### src/rtl/core/jbsd_pkg.sv
// ----------------------------------------------------------------------------
// jbsd_pkg
// Shared types, opcode names and the opcode length table of the bytecode
// stream decoder.
// ----------------------------------------------------------------------------
`timescale 1ns / 1ps

package jbsd_pkg;

  // Default width of the byte offset counter.
  localparam int PC_BITS_DEFAULT = 16;

  // Result kinds.
  localparam logic [2:0] KIND_INSTR     = 3'd0;
  localparam logic [2:0] KIND_CASE      = 3'd1;
  localparam logic [2:0] KIND_DEFAULT   = 3'd2;
  localparam logic [2:0] KIND_BAD_OP    = 3'd3;
  localparam logic [2:0] KIND_BAD_PAD   = 3'd4;
  localparam logic [2:0] KIND_TRUNCATED = 3'd5;

  // Opcodes that need special handling.
  localparam logic [7:0] OP_BIPUSH          = 8'h10;
  localparam logic [7:0] OP_SIPUSH          = 8'h11;
  localparam logic [7:0] OP_LDC             = 8'h12;
  localparam logic [7:0] OP_IINC            = 8'h84;
  localparam logic [7:0] OP_IFEQ            = 8'h99;
  localparam logic [7:0] OP_JSR             = 8'ha8;
  localparam logic [7:0] OP_RET             = 8'ha9;
  localparam logic [7:0] OP_TABLESWITCH     = 8'haa;
  localparam logic [7:0] OP_LOOKUPSWITCH    = 8'hab;
  localparam logic [7:0] OP_INVOKEINTERFACE = 8'hb9;
  localparam logic [7:0] OP_NEWARRAY        = 8'hbc;
  localparam logic [7:0] OP_WIDE            = 8'hc4;
  localparam logic [7:0] OP_MULTIANEWARRAY  = 8'hc5;
  localparam logic [7:0] OP_IFNULL          = 8'hc6;
  localparam logic [7:0] OP_IFNONNULL       = 8'hc7;
  localparam logic [7:0] OP_GOTO_W          = 8'hc8;
  localparam logic [7:0] OP_JSR_W           = 8'hc9;

  // Instruction length codes; lengths 1 to 5 stand for themselves.
  localparam logic [2:0] LEN_BAD = 3'd0;
  localparam logic [2:0] LEN_VAR = 3'd7;

  // One byte of the code stream.
  typedef struct packed {
    logic [7:0] code_byte;
    logic       end_of_code;
  } byte_req_t;

  // One decoded result.
  typedef struct packed {
    logic [2:0]         kind;
    logic [15:0]        instr_pc;
    logic [7:0]         opcode;
    logic               is_wide;
    logic signed [31:0] operand_a;
    logic signed [31:0] operand_b;
    logic signed [31:0] branch_offset;
    logic signed [31:0] branch_target;
    logic               has_target;
    logic               run_last;
  } result_t;

  // Total instruction length by opcode class.
  function automatic logic [2:0] op_len(input logic [7:0] op);
    logic [2:0] len;
    unique case (op) inside
      [8'h00:8'h0f], [8'h1a:8'h35], [8'h3b:8'h83], [8'h85:8'h98], [8'hac:8'hb1],
      8'hbe, 8'hbf, 8'hc2, 8'hc3:
        len = 3'd1;
      OP_BIPUSH, OP_LDC, [8'h15:8'h19], [8'h36:8'h3a], OP_RET, OP_NEWARRAY:
        len = 3'd2;
      OP_SIPUSH, OP_IINC, 8'h13, 8'h14, [8'hb2:8'hb8], 8'hbb, 8'hbd, 8'hc0, 8'hc1,
      [OP_IFEQ:OP_JSR], OP_IFNULL, OP_IFNONNULL:
        len = 3'd3;
      OP_MULTIANEWARRAY:
        len = 3'd4;
      OP_INVOKEINTERFACE, OP_GOTO_W, OP_JSR_W:
        len = 3'd5;
      OP_WIDE, OP_TABLESWITCH, OP_LOOKUPSWITCH:
        len = LEN_VAR;
      default:
        len = LEN_BAD;
    endcase
    return len;
  endfunction

  // Opcodes that the wide prefix may modify.
  function automatic logic wide_ok(input logic [7:0] op);
    logic ok;
    case (op) inside
      [8'h15:8'h19], [8'h36:8'h3a], OP_RET, OP_IINC: ok = 1'b1;
      default:                                        ok = 1'b0;
    endcase
    return ok;
  endfunction

endpackage

### src/rtl/core/jvm_bytecode_stream_decoder.sv
// ----------------------------------------------------------------------------
// jvm_bytecode_stream_decoder
// Splits a method's bytecode stream into instructions, switch cases and
// error reports, with operands assembled and branch targets computed.
// ----------------------------------------------------------------------------
// Usage:
//   Bytes enter on the byte channel (byte_valid / byte_stall / byte_data),
//   one request per code byte; end_of_code marks the last byte of a method.
//   Decoded results leave on the result channel (result_valid /
//   result_stall / result_data). A byte gives zero, one or two results;
//   run_last marks the last result of each byte.
//   The decoder takes one byte per cycle while byte_stall is low. Each
//   byte is decoded in the cycle it is accepted and its results are
//   written into a four-entry result queue, so the first result is
//   visible in the cycle after the byte. byte_stall rises only when fewer
//   than two queue entries are free, which happens when results arrive
//   faster than the receiver drains them; the result queue port sets the
//   sustained rate at one result per cycle while result_stall is low.
//   A stalled result holds until taken. Reset (rst, synchronous) clears the
//   decode state to offset zero awaiting an opcode and empties the queue.
//   After an end_of_code byte the decode state is back in its reset state.
// ----------------------------------------------------------------------------
`timescale 1ns / 1ps

module jvm_bytecode_stream_decoder #(
  parameter int PC_BITS = jbsd_pkg::PC_BITS_DEFAULT
) (
  input  logic                clk,
  input  logic                rst,
  input  logic                byte_valid,
  output logic                byte_stall,
  input  jbsd_pkg::byte_req_t byte_data,
  output logic                result_valid,
  input  logic                result_stall,
  output jbsd_pkg::result_t   result_data
);
  import jbsd_pkg::*;

  localparam int QDEPTH = 4;
  localparam int QAW    = $clog2(QDEPTH);
  localparam int QCW    = $clog2(QDEPTH + 1);

  // Decode state.
  logic [PC_BITS-1:0] byte_offset, byte_offset_next;
  logic [4:0]         phase_count, phase_count_next;
  logic [7:0]         current_opcode, current_opcode_next;
  logic               wide_seen, wide_seen_next;
  logic [PC_BITS-1:0] insn_pc, insn_pc_next;
  logic [31:0]        operand_accum, operand_accum_next;
  logic [31:0]        default_offset, default_offset_next;
  logic [31:0]        switch_key, switch_key_next;
  logic [31:0]        entries_left, entries_left_next;
  logic               skip_to_end, skip_to_end_next;

  // Result queue.
  result_t            queue [QDEPTH];
  logic [QAW-1:0]     wr_ptr, rd_ptr;
  logic [QCW-1:0]     count, count_next;

  logic               take, pop;
  result_t            res_a, res_b, res_t, slot0, slot1;
  logic               a_v, b_v, t_v;
  logic [1:0]         nres;

  // Build one result record.
  function automatic result_t make_res(input logic [2:0] kind, input logic [31:0] pc32,
                                       input logic [7:0] opc, input logic wide,
                                       input logic [31:0] a, input logic [31:0] b,
                                       input logic [31:0] off, input logic has);
    result_t r;
    r.kind          = kind;
    r.instr_pc      = pc32[15:0];
    r.opcode        = opc;
    r.is_wide       = wide;
    r.operand_a     = a;
    r.operand_b     = b;
    r.branch_offset = has ? off : 32'd0;
    r.branch_target = has ? pc32 + off : 32'd0;
    r.has_target    = has;
    r.run_last      = 1'b0;
    return r;
  endfunction

  function automatic logic [31:0] sext8(input logic [7:0] v);
    return {{24{v[7]}}, v};
  endfunction

  function automatic logic [31:0] sext16(input logic [15:0] v);
    return {{16{v[15]}}, v};
  endfunction

  assign take         = byte_valid && !byte_stall;
  assign pop          = result_valid && !result_stall;
  assign byte_stall   = (count > QCW'(QDEPTH - 2));
  assign result_valid = (count != '0);
  assign result_data  = queue[rd_ptr];

  // Per-byte decode: next state and up to three candidate results.
  always_comb begin
    logic [2:0]  len;
    logic [31:0] pc32;
    logic [31:0] accn;
    logic [31:0] word;
    logic [1:0]  pad;
    logic [4:0]  h;
    logic        table_sw;
    logic [7:0]  b;

    byte_offset_next    = byte_offset;
    phase_count_next    = phase_count;
    current_opcode_next = current_opcode;
    wide_seen_next      = wide_seen;
    insn_pc_next        = insn_pc;
    operand_accum_next  = operand_accum;
    default_offset_next = default_offset;
    switch_key_next     = switch_key;
    entries_left_next   = entries_left;
    skip_to_end_next    = skip_to_end;
    a_v   = 1'b0;
    b_v   = 1'b0;
    t_v   = 1'b0;
    res_a = '0;
    res_b = '0;
    res_t = '0;

    b        = byte_data.code_byte;
    word     = {operand_accum[23:0], b};
    accn     = word;
    pad      = ~insn_pc[1:0];
    h        = phase_count - 5'd1 - {3'b000, pad};
    table_sw = (current_opcode == OP_TABLESWITCH);
    len      = LEN_BAD;
    pc32     = 32'(insn_pc);

    if (take) begin
      if (!skip_to_end) begin
        if (phase_count == 5'd0) begin
          // Opcode byte: start a new instruction.
          len                 = op_len(b);
          insn_pc_next        = byte_offset;
          pc32                = 32'(byte_offset);
          operand_accum_next  = '0;
          wide_seen_next      = 1'b0;
          current_opcode_next = b;
          if (len == LEN_BAD) begin
            a_v              = 1'b1;
            res_a            = make_res(KIND_BAD_OP, pc32, b, 1'b0, '0, '0, '0, 1'b0);
            skip_to_end_next = 1'b1;
          end else if (len == 3'd1) begin
            a_v   = 1'b1;
            res_a = make_res(KIND_INSTR, pc32, b, 1'b0, '0, '0, '0, 1'b0);
          end else begin
            wide_seen_next   = (b == OP_WIDE);
            phase_count_next = 5'd1;
          end
        end else if (wide_seen && phase_count == 5'd1) begin
          // Opcode modified by the wide prefix.
          if (wide_ok(b)) begin
            current_opcode_next = b;
            phase_count_next    = 5'd2;
          end else begin
            a_v              = 1'b1;
            res_a            = make_res(KIND_BAD_OP, pc32, b, 1'b1, '0, '0, '0, 1'b0);
            phase_count_next = 5'd0;
            skip_to_end_next = 1'b1;
          end
        end else if (!wide_seen && (current_opcode == OP_TABLESWITCH ||
                                    current_opcode == OP_LOOKUPSWITCH)) begin
          if (phase_count < 5'd16) begin
            // Switch header: padding, default, low/high or npairs.
            phase_count_next = phase_count + 5'd1;
            if (phase_count >= 5'd1 + {3'b000, pad}) begin
              operand_accum_next = accn;
              if (h == 5'd3) begin
                default_offset_next = accn;
              end else if (h == 5'd7 && table_sw) begin
                switch_key_next = accn;
              end else if (h == 5'd7) begin
                a_v   = 1'b1;
                res_a = make_res(KIND_INSTR, pc32, current_opcode, 1'b0, accn, '0, '0, 1'b0);
                if (accn[31] || accn == 32'd0) begin
                  b_v   = 1'b1;
                  res_b = make_res(KIND_DEFAULT, pc32, current_opcode, 1'b0, '0, '0,
                                   default_offset, 1'b1);
                  phase_count_next = 5'd0;
                end else begin
                  entries_left_next = accn - 32'd1;
                  phase_count_next  = 5'd16;
                end
              end else if (h == 5'd11) begin
                a_v   = 1'b1;
                res_a = make_res(KIND_INSTR, pc32, current_opcode, 1'b0, switch_key, accn,
                                 '0, 1'b0);
                if ($signed(accn) < $signed(switch_key)) begin
                  b_v   = 1'b1;
                  res_b = make_res(KIND_DEFAULT, pc32, current_opcode, 1'b0, '0, '0,
                                   default_offset, 1'b1);
                  phase_count_next = 5'd0;
                end else begin
                  entries_left_next = accn - switch_key;
                  phase_count_next  = 5'd16;
                end
              end
            end
          end else begin
            // Switch entries: key (lookupswitch only) and offset.
            operand_accum_next = accn;
            phase_count_next   = phase_count + 5'd1;
            if (!table_sw && phase_count == 5'd19) begin
              switch_key_next = accn;
            end
            if ((table_sw && phase_count == 5'd19) || (!table_sw && phase_count == 5'd23)) begin
              a_v   = 1'b1;
              res_a = make_res(KIND_CASE, pc32, current_opcode, 1'b0, switch_key, '0,
                               accn, 1'b1);
              if (entries_left == 32'd0) begin
                b_v   = 1'b1;
                res_b = make_res(KIND_DEFAULT, pc32, current_opcode, 1'b0, '0, '0,
                                 default_offset, 1'b1);
                phase_count_next = 5'd0;
              end else begin
                entries_left_next = entries_left - 32'd1;
                if (table_sw) begin
                  switch_key_next = switch_key + 32'd1;
                end
                phase_count_next = 5'd16;
              end
            end
          end
        end else begin
          // Fixed-length operands.
          if (wide_seen) begin
            len = (current_opcode == OP_IINC) ? 3'd6 : 3'd4;
          end else begin
            len = op_len(current_opcode);
          end
          if (phase_count + 5'd1 >= {2'b00, len}) begin
            phase_count_next = 5'd0;
            a_v = 1'b1;
            if (wide_seen) begin
              if (len == 3'd6) begin
                res_a = make_res(KIND_INSTR, pc32, current_opcode, 1'b1,
                                 {16'd0, operand_accum[23:8]},
                                 sext16({operand_accum[7:0], b}), '0, 1'b0);
              end else begin
                res_a = make_res(KIND_INSTR, pc32, current_opcode, 1'b1,
                                 {16'd0, word[15:0]}, '0, '0, 1'b0);
              end
            end else if (len == 3'd2) begin
              res_a = make_res(KIND_INSTR, pc32, current_opcode, 1'b0,
                               (current_opcode == OP_BIPUSH) ? sext8(b) : {24'd0, b},
                               '0, '0, 1'b0);
            end else if (len == 3'd3) begin
              if (current_opcode == OP_IINC) begin
                res_a = make_res(KIND_INSTR, pc32, current_opcode, 1'b0,
                                 {24'd0, operand_accum[7:0]}, sext8(b), '0, 1'b0);
              end else if (current_opcode == OP_SIPUSH) begin
                res_a = make_res(KIND_INSTR, pc32, current_opcode, 1'b0,
                                 sext16(word[15:0]), '0, '0, 1'b0);
              end else if ((current_opcode >= OP_IFEQ && current_opcode <= OP_JSR) ||
                           current_opcode == OP_IFNULL || current_opcode == OP_IFNONNULL) begin
                res_a = make_res(KIND_INSTR, pc32, current_opcode, 1'b0, '0, '0,
                                 sext16(word[15:0]), 1'b1);
              end else begin
                res_a = make_res(KIND_INSTR, pc32, current_opcode, 1'b0,
                                 {16'd0, word[15:0]}, '0, '0, 1'b0);
              end
            end else if (len == 3'd4) begin
              res_a = make_res(KIND_INSTR, pc32, current_opcode, 1'b0,
                               {16'd0, operand_accum[15:0]}, {24'd0, b}, '0, 1'b0);
            end else if (current_opcode == OP_INVOKEINTERFACE) begin
              res_a = make_res(KIND_INSTR, pc32, current_opcode, 1'b0,
                               {16'd0, operand_accum[23:8]}, {24'd0, operand_accum[7:0]},
                               '0, 1'b0);
              if (b != 8'd0) begin
                b_v   = 1'b1;
                res_b = make_res(KIND_BAD_PAD, pc32, current_opcode, 1'b0, {24'd0, b}, '0,
                                 '0, 1'b0);
              end
            end else begin
              res_a = make_res(KIND_INSTR, pc32, current_opcode, 1'b0, '0, '0, word, 1'b1);
            end
          end else begin
            operand_accum_next = word;
            phase_count_next   = phase_count + 5'd1;
          end
        end
      end

      // End of the method: report truncation, then return to reset state.
      if (byte_data.end_of_code) begin
        if (phase_count_next != 5'd0 && !skip_to_end_next) begin
          t_v   = 1'b1;
          res_t = make_res(KIND_TRUNCATED, 32'(insn_pc_next), current_opcode_next,
                           wide_seen_next, '0, '0, '0, 1'b0);
        end
        byte_offset_next    = '0;
        phase_count_next    = '0;
        current_opcode_next = '0;
        wide_seen_next      = 1'b0;
        insn_pc_next        = '0;
        operand_accum_next  = '0;
        default_offset_next = '0;
        switch_key_next     = '0;
        entries_left_next   = '0;
        skip_to_end_next    = 1'b0;
      end else begin
        byte_offset_next = byte_offset + PC_BITS'(1);
      end
    end
  end

  // Pack the candidate results into at most two queue slots.
  always_comb begin
    slot0 = '0;
    slot1 = '0;
    nres  = 2'd0;
    if (a_v) begin
      slot0 = res_a;
      nres  = 2'd1;
    end
    if (b_v) begin
      if (nres == 2'd0) begin
        slot0 = res_b;
      end else begin
        slot1 = res_b;
      end
      nres = nres + 2'd1;
    end
    if (t_v && nres != 2'd2) begin
      if (nres == 2'd0) begin
        slot0 = res_t;
      end else begin
        slot1 = res_t;
      end
      nres = nres + 2'd1;
    end
    if (nres == 2'd1) begin
      slot0.run_last = 1'b1;
    end else if (nres == 2'd2) begin
      slot1.run_last = 1'b1;
    end
  end

  always_comb begin
    count_next = count + QCW'(nres) - QCW'(pop);
  end

  // Decode state and queue pointers.
  always_ff @(posedge clk) begin
    if (rst) begin
      byte_offset    <= '0;
      phase_count    <= '0;
      current_opcode <= '0;
      wide_seen      <= 1'b0;
      insn_pc        <= '0;
      operand_accum  <= '0;
      default_offset <= '0;
      switch_key     <= '0;
      entries_left   <= '0;
      skip_to_end    <= 1'b0;
      wr_ptr         <= '0;
      rd_ptr         <= '0;
      count          <= '0;
    end else begin
      byte_offset    <= byte_offset_next;
      phase_count    <= phase_count_next;
      current_opcode <= current_opcode_next;
      wide_seen      <= wide_seen_next;
      insn_pc        <= insn_pc_next;
      operand_accum  <= operand_accum_next;
      default_offset <= default_offset_next;
      switch_key     <= switch_key_next;
      entries_left   <= entries_left_next;
      skip_to_end    <= skip_to_end_next;
      wr_ptr         <= wr_ptr + QAW'(nres);
      if (pop) begin
        rd_ptr <= rd_ptr + QAW'(1);
      end
      count <= count_next;
    end
  end

  // Queue storage; nres is zero unless a byte was taken.
  always_ff @(posedge clk) begin
    if (nres != 2'd0) begin
      queue[wr_ptr] <= slot0;
    end
    if (nres == 2'd2) begin
      queue[wr_ptr + QAW'(1)] <= slot1;
    end
  end

  // A byte is only taken when the queue has room for two results.
  assert property (@(posedge clk) disable iff (rst)
    take |-> (count <= QCW'(QDEPTH - 2)))
    else $error("byte accepted without room for two results");

  // The end of a method returns the decoder to offset zero awaiting an opcode.
  assert property (@(posedge clk) disable iff (rst)
    (take && byte_data.end_of_code) |=>
      (byte_offset == '0 && phase_count == 5'd0 && !skip_to_end))
    else $error("decode state not cleared after end of code");

  // Switch entry phases only occur inside a switch instruction.
  assert property (@(posedge clk) disable iff (rst)
    (phase_count >= 5'd16) |->
      (!wide_seen && (current_opcode == OP_TABLESWITCH ||
                      current_opcode == OP_LOOKUPSWITCH)))
    else $error("switch entry phase outside a switch");

  // While skipping after an error no instruction is in progress.
  assert property (@(posedge clk) disable iff (rst)
    skip_to_end |-> (phase_count == 5'd0))
    else $error("instruction in progress while skipping");

endmodule
### config.mk
export PLATFORM = sky130hd
export DESIGN_NAME = jvm_bytecode_stream_decoder
export DESIGN_NICKNAME = d
export VERILOG_FILES = /design/src/rtl/core/jbsd_pkg.sv /design/src/rtl/core/jvm_bytecode_stream_decoder.sv
export SDC_FILE = /design/constraint.sdc
export NUM_CORES = 2
export LEC_CHECK = 0
export BUFFER_PORTS_ARGS = -buffer_cell sky130_fd_sc_hd__buf_4
export CORE_UTILIZATION = 30
export DETAILED_ROUTE_END_ITERATION = 7
export PLACE_DENSITY = 0.46
export SLEW_MARGIN = 10
export SYNTH_ARGS = -nofsm -noshare
export SYNTH_HDL_FRONTEND = slang
export SYNTH_SLANG_ARGS = --single-unit
### constraint.sdc
create_clock -name clk -period 11.2 [get_ports clk]
set_clock_uncertainty 0.15 [all_clocks]
set_input_delay 1.12 -clock clk [delete_from_list [all_inputs] [get_ports clk]]
set_output_delay 1.12 -clock clk [all_outputs]
set_load 0.05 [all_outputs]
Yosys cells after proc, flatten, opt, wreduce, memory -nomap -nowiden
Memory sizes are Yosys's and may differ from the RTL's. A register that Yosys moved wholly into a read port is not among the register bits.
Cells that the tools add are included.
{ "classes": {"n_eq_ne": 78, "n_bitwise": 1, "muxes": 214, "n_reduce_logical": 68, "n_addsub": 19, "n_lt_le_gt_ge": 41} }
{ "ops": {"columns": ["cell", "n"], "rows": [
  ["$mux W158", 35],
  ["$mux W32", 37],
  ["$mux W157", 7],
  ["$mux W155", 7],
  ["$mux W130", 4],
  ["$mux W114", 4],
  ["$eq A8 B8 Y1 const B", 40],
  ["$mux W24", 8],
  ["$mux W156", 1],
  ["$mux W131", 1],
  ["$mux W5", 19],
  ["$eq A8 B5 Y1 const B", 10],
  ["$le A8 B8 Y1 const B", 10],
  ["$mux W1", 65],
  ["$add A16 B32 Y32", 2],
  ["$ge A8 B8 Y1 const B", 8],
  ["$logic_not A32 Y1", 2],
  ["$mux W16", 4],
  ["$sub A32 B1 Y32 const B", 2],
  ["$mux W8", 5],
  ["$pmux W3 S6", 2],
  ["$add A32 B1 Y32 const B", 1],
  ["$ge A8 B5 Y1 const B", 4],
  ["$ge A8 B6 Y1 const B", 4],
  ["56 further kinds", 139]
]} }
{ "totals": {"mem_count": 1, "mem_bits_rw": 632, "wordCells": 435, "ff_bits": 174} }
{ "mem_list": {"columns": ["memory", "depth", "word_bits", "rd", "rd_ports_with_merged_regs", "write_ports", "line", "rtl"], "rows": [
  ["queue", 4, 158, 1, 1, 2, "jvm_bytecode_stream_decoder.sv:56", "result_t queue [QDEPTH];"]
]} }

Longest topological paths before layout
{ "depth": {"depth_word": 28, "mapped_depth": 32, "mapped_depth_nobuf": 27} }

Worst setup path after synthesis
Ideal clock, no wire load.
{ "synth_path": {"kind": "register -> register", "start": "reg current_opcode[2]", "end": "mem queue[0][0] (netlist bit) (enable)", "arrival_ps": 7962, "n_path_buf": 8, "path_slack_ps": 2623, "setup_time_ps": 464, "path_stages_with_launch": 29, "path_cell_list": "dfxtp_1 clkbuf_1 buf_1 nand2_1 o31ai_1 nor3_1 nand4_1 and2_1 clkbuf_1 clkinv_1 ha_1 o21ai_0 a21oi_1 or2_2 clkbuf_1 nand3b_1 nor2_1 nand2_1 nand2_1 inv_1 ha_1 or2_2 buf_1 a2111oi_4 o21bai_1 clkbuf_1 clkbuf_1 buf_1 nand2_1"} }
{ "synth_lines": {"columns": ["item", "line", "rtl"], "rows": [
  ["from (decl)", "jvm_bytecode_stream_decoder.sv:46", "logic [7:0] current_opcode, current_opcode_next;"],
  ["from (signal assigned)", "jvm_bytecode_stream_decoder.sv:368", "current_opcode <= current_opcode_next;"],
  ["to (decl)", "jvm_bytecode_stream_decoder.sv:56", null]
]} }

==> results.md <==
- Status: finished clean
- Tcrit/Tclk final: 0.812
- Number of flops mapped to enable cells by yosys: 408
- Largest family of logic cells by synthesized area: compound AO/OA/AOI/OAI gates
- Final GP Congestion: 0.920
- Register area share after synthesis: 0.440
- Post-cts resize count: 0
- Combinational group share of total power: 0.286
- Initial core utilization: 0.303
- Global route overflow: 0
- Slew HR: 0.163
- Ant. Diodes: 0
- Critical path class: reg -> reg
- F_max: 110 MHz
- Endpoints failing setup: 0
- Number of global-route vias before repair: 38.4k
- Dpl hpwl: 120000 um
- Vias: 39.5k
- Core Area: 152000 um^2
- Post-synth ARST share: 0
- Net Sw Power: 3.29 mW
- Layout cells sized above 1: 0.143
- Synth area leader: edfxtp_1
- Final period demand of the worst path: 9.09 ns
- Sequential cell fraction of total power: 0.373
- Compound-Gate Fraction of Synth Area: 0.218
- Top post-synthesis cells by area: edfxtp_1 (27%), dfxtp_1 (17%), mux4_2 (7.7%)
- CTS sink cnt: 808
- Post-route DRC: 0
- Setup crit end kind: flop
- WP data required: 11.38 ns
- Dominant synthesized flop cell: edfxtp_1
- Synth Register Bits: 808
- Total CTS buffers: 92
- Hold_buf cts: 0
- Clock share of power: 0.341
- Worst-path fanout max: 55
- Xor/xnor share of the synthesized area: 0.0276
- I/O Pins: 173
- IO buf count: 172
- Initial antenna violation count: 4
- Slowest stage delay, CP: 0.84 ns
- Initial DRC Count: 3757
- Htree depth: 3
- Worst Hold Class: reg -> reg
- First-pass GRT wire length: 268000 um
- Synth warnings: 0
- Share of the synthesized area in the top cell type: 0.266
- Worst Tran Pin Value: 1.25 ns
- ANT nets after route: 0
- Postcts setup bufs: 0
- Synth Area in Simple Gates: 0.152
- # rows: 143
- Clk_lat worst skew: 0.72 ns
- Die X: 394 um
- Max-cap violations: 0
- Post-synthesis area per instance: 9.65 um^2
- Final worst setup slack: 2.11 ns
- Startpoint Class: flop
- Clk root buf: clkbuf_16
- Design Area, Final: 52200 um^2
- Max IR drop VDD: 0.133 mV
- Clock Path Buffers: 3
- Clk pin slew, worst setup/hold paths: 0.06 ns
- Cells after Synth: 4774
- Layout net count: 4792
- Number of distinct library cells after synthesis: 103
- Placed Instance Area: 49100 um^2
- Height of the die: 394 um
- Leakage: 17.0 nW
- Cell Area, Synth: 46100 um^2
- Initial DRT Pass Iterations: 8
- Most numerous cell in the Yosys netlist: o21ai_0
- Drt wl/cell: 27.0 um
- Data arrival, critical path: 9.27 ns
- CTS tree: built
- Synth Area in Adders: 0.0264
- Total GRT Usage: 0.229
- Fin. Hold Viols: 0
- Post-layout util: 0.343
- Vias per cell: 5.81
- Internal power: 5.91 mW
- Syn Nets: 4881
- Synth top cells by count: o21ai_0 (421), edfxtp_1 (408), dfxtp_1 (400)
- Cell Pwr Density: 176 nW/um^2
- Drt total wl: 184000 um
- Mux contribution to synthesized area: 0.0872
- Crit-path cells: nor2b_1 -> nor2b_1 -> nand4_1 -> nand2_1 -> and2_1 -> clkinv_1 -> ha_1 -> o21ai_0 -> a21oi_1 -> or2_2 -> nand3b_1 -> nor2_1 -> nand2_1 -> nand2_1 -> inv_1 -> ha_1 -> or2_2 -> a2111oi_4 -> o21ai_4 -> buf_4 -> nand2_4 -> buf_4
- Largest net degree at the start of global routing: 92
- RSZ-0062 raised after global routing: false
- Max Slew Vio Count: 0
- Dpl ws: 2.20 ns
- Switching part of the total: 0.358
- CP most frequent cell: nand2_1
- Area Overhead vs Synth: 13.3%
- Total power draw: 9.19 mW
- Setup_tns: 0 ns
- Slowest CP cell: buf_4
- Die area: 155000 um^2
[critical path: cells and delay by family, from the launching register on]
kind / cells / cell delay, ns
fa+ha+maj: 2 / 0.60
buf+inv: 4 / 1.53
simple gates: 12 / 4.55
flops: 1 / 0.58
compound gates: 4 / 1.17
[cells in the final DEF, fill, tap and decap left out, types with 21 or more instances in the layout]
cell | netlist | layout
o21ai_0 | 421 | 420
edfxtp_1 | 408 | 408
dfxtp_1 | 400 | 397
nand2_1 | 377 | 373
nor2_1 | 363 | 360
nand3_1 | 332 | 332
buf_4 | 3 | 282
a21oi_1 | 274 | 274
mux4_2 | 158 | 158
o22ai_1 | 123 | 123
a22oi_1 | 101 | 101
inv_1 | 99 | 99
clkbuf_16 | 0 | 97
xnor2_1 | 89 | 89
ha_1 | 89 | 89
a32o_1 | 84 | 84
o2bb2ai_1 | 76 | 76
a22o_1 | 73 | 73
nor3_1 | 74 | 70
xor2_1 | 56 | 56
a21o_1 | 55 | 55
or3_1 | 55 | 51
a2111oi_0 | 41 | 41
mux2i_1 | 39 | 39
a211oi_1 | 31 | 31
nor2b_1 | 30 | 29
nand2b_1 | 29 | 29
nand4_1 | 27 | 27
a31oi_1 | 26 | 26
and3_1 | 26 | 26
clkinv_2 | 0 | 24
and2_1 | 23 | 22
nor4_1 | 21 | 21
[layout make-up]
cell class,instances,area [um^2]
clock inverters,50,463
multi-input cells,3399,23700
repair buffers,283,2140
well taps,2030,2540
clock buffers,122,2640
flip-flops and latches,808,20300
fillers,15600,99900
inverters,101,379
[power by group through the flow]
stage | logic [mW] | clock network [mW] | registers [mW]
after floorplan | 1.82 | 0 | 3.43
after global placement | 2.65 | 0 | 3.49
after global routing | 2.74 | 3.29 | 3.45
after CTS | 2.65 | 3.20 | 3.43
after detailed placement | 2.64 | 0 | 3.50
final | 2.63 | 3.14 | 3.43
[cells by family after synthesis]
| group | count (synthesis) |
|---|---|
| adder cells (fa/ha/maj) | 94 |
| buffers and inverters | 567 |
| XOR/XNOR | 145 |
| multiplexers | 203 |
| AO/OA/AOI/OAI | 1500 |
| flip-flops | 808 |
| AND/OR/NAND/NOR | 1457 |
[per-layer routing]
metal  up-vias  share of wire  global-route usage
li1      18000              -                   -
met1     19800           0.42               0.298
met2      1417           0.48               0.386
met3       320          0.055              0.0271
met4         0          0.038              0.0918
met5         -              0                   0
[registers in the layout, summed over array words and instances (netlist names), named ones only]
register and cells:
current_opcode 8, skip_to_end 1, wr_ptr 2, phase_count 5
wide_seen 1, switch_key 32, rd_ptr 2, default_offset 32
operand_accum 24, entries_left 32, insn_pc 16, queue 632
byte_offset 16, count 3
[per-stage QoR]
step,std cells,hold slack [ns]
final,6793,0.314
after global routing,6793,0.342
after CTS,6793,0.321
after detailed placement,6621,0.308
after global placement,6621,0.298
after floorplan,4774,0.288
[path summary, 6_finish.rpt]
path                          start      endpoint  slack, ns  depth (start not counted)
hold reg to reg        queue[3][66]  queue[3][66]       0.31                          2
setup reg to reg  current_opcode[7]  queue[1][34]       2.11                         22
setup / recovery  current_opcode[7]  queue[1][34]       2.11                         22
hold / removal         queue[3][66]  queue[3][66]       0.31                          2
No activity file was read; power rests on OpenSTA's default activity.
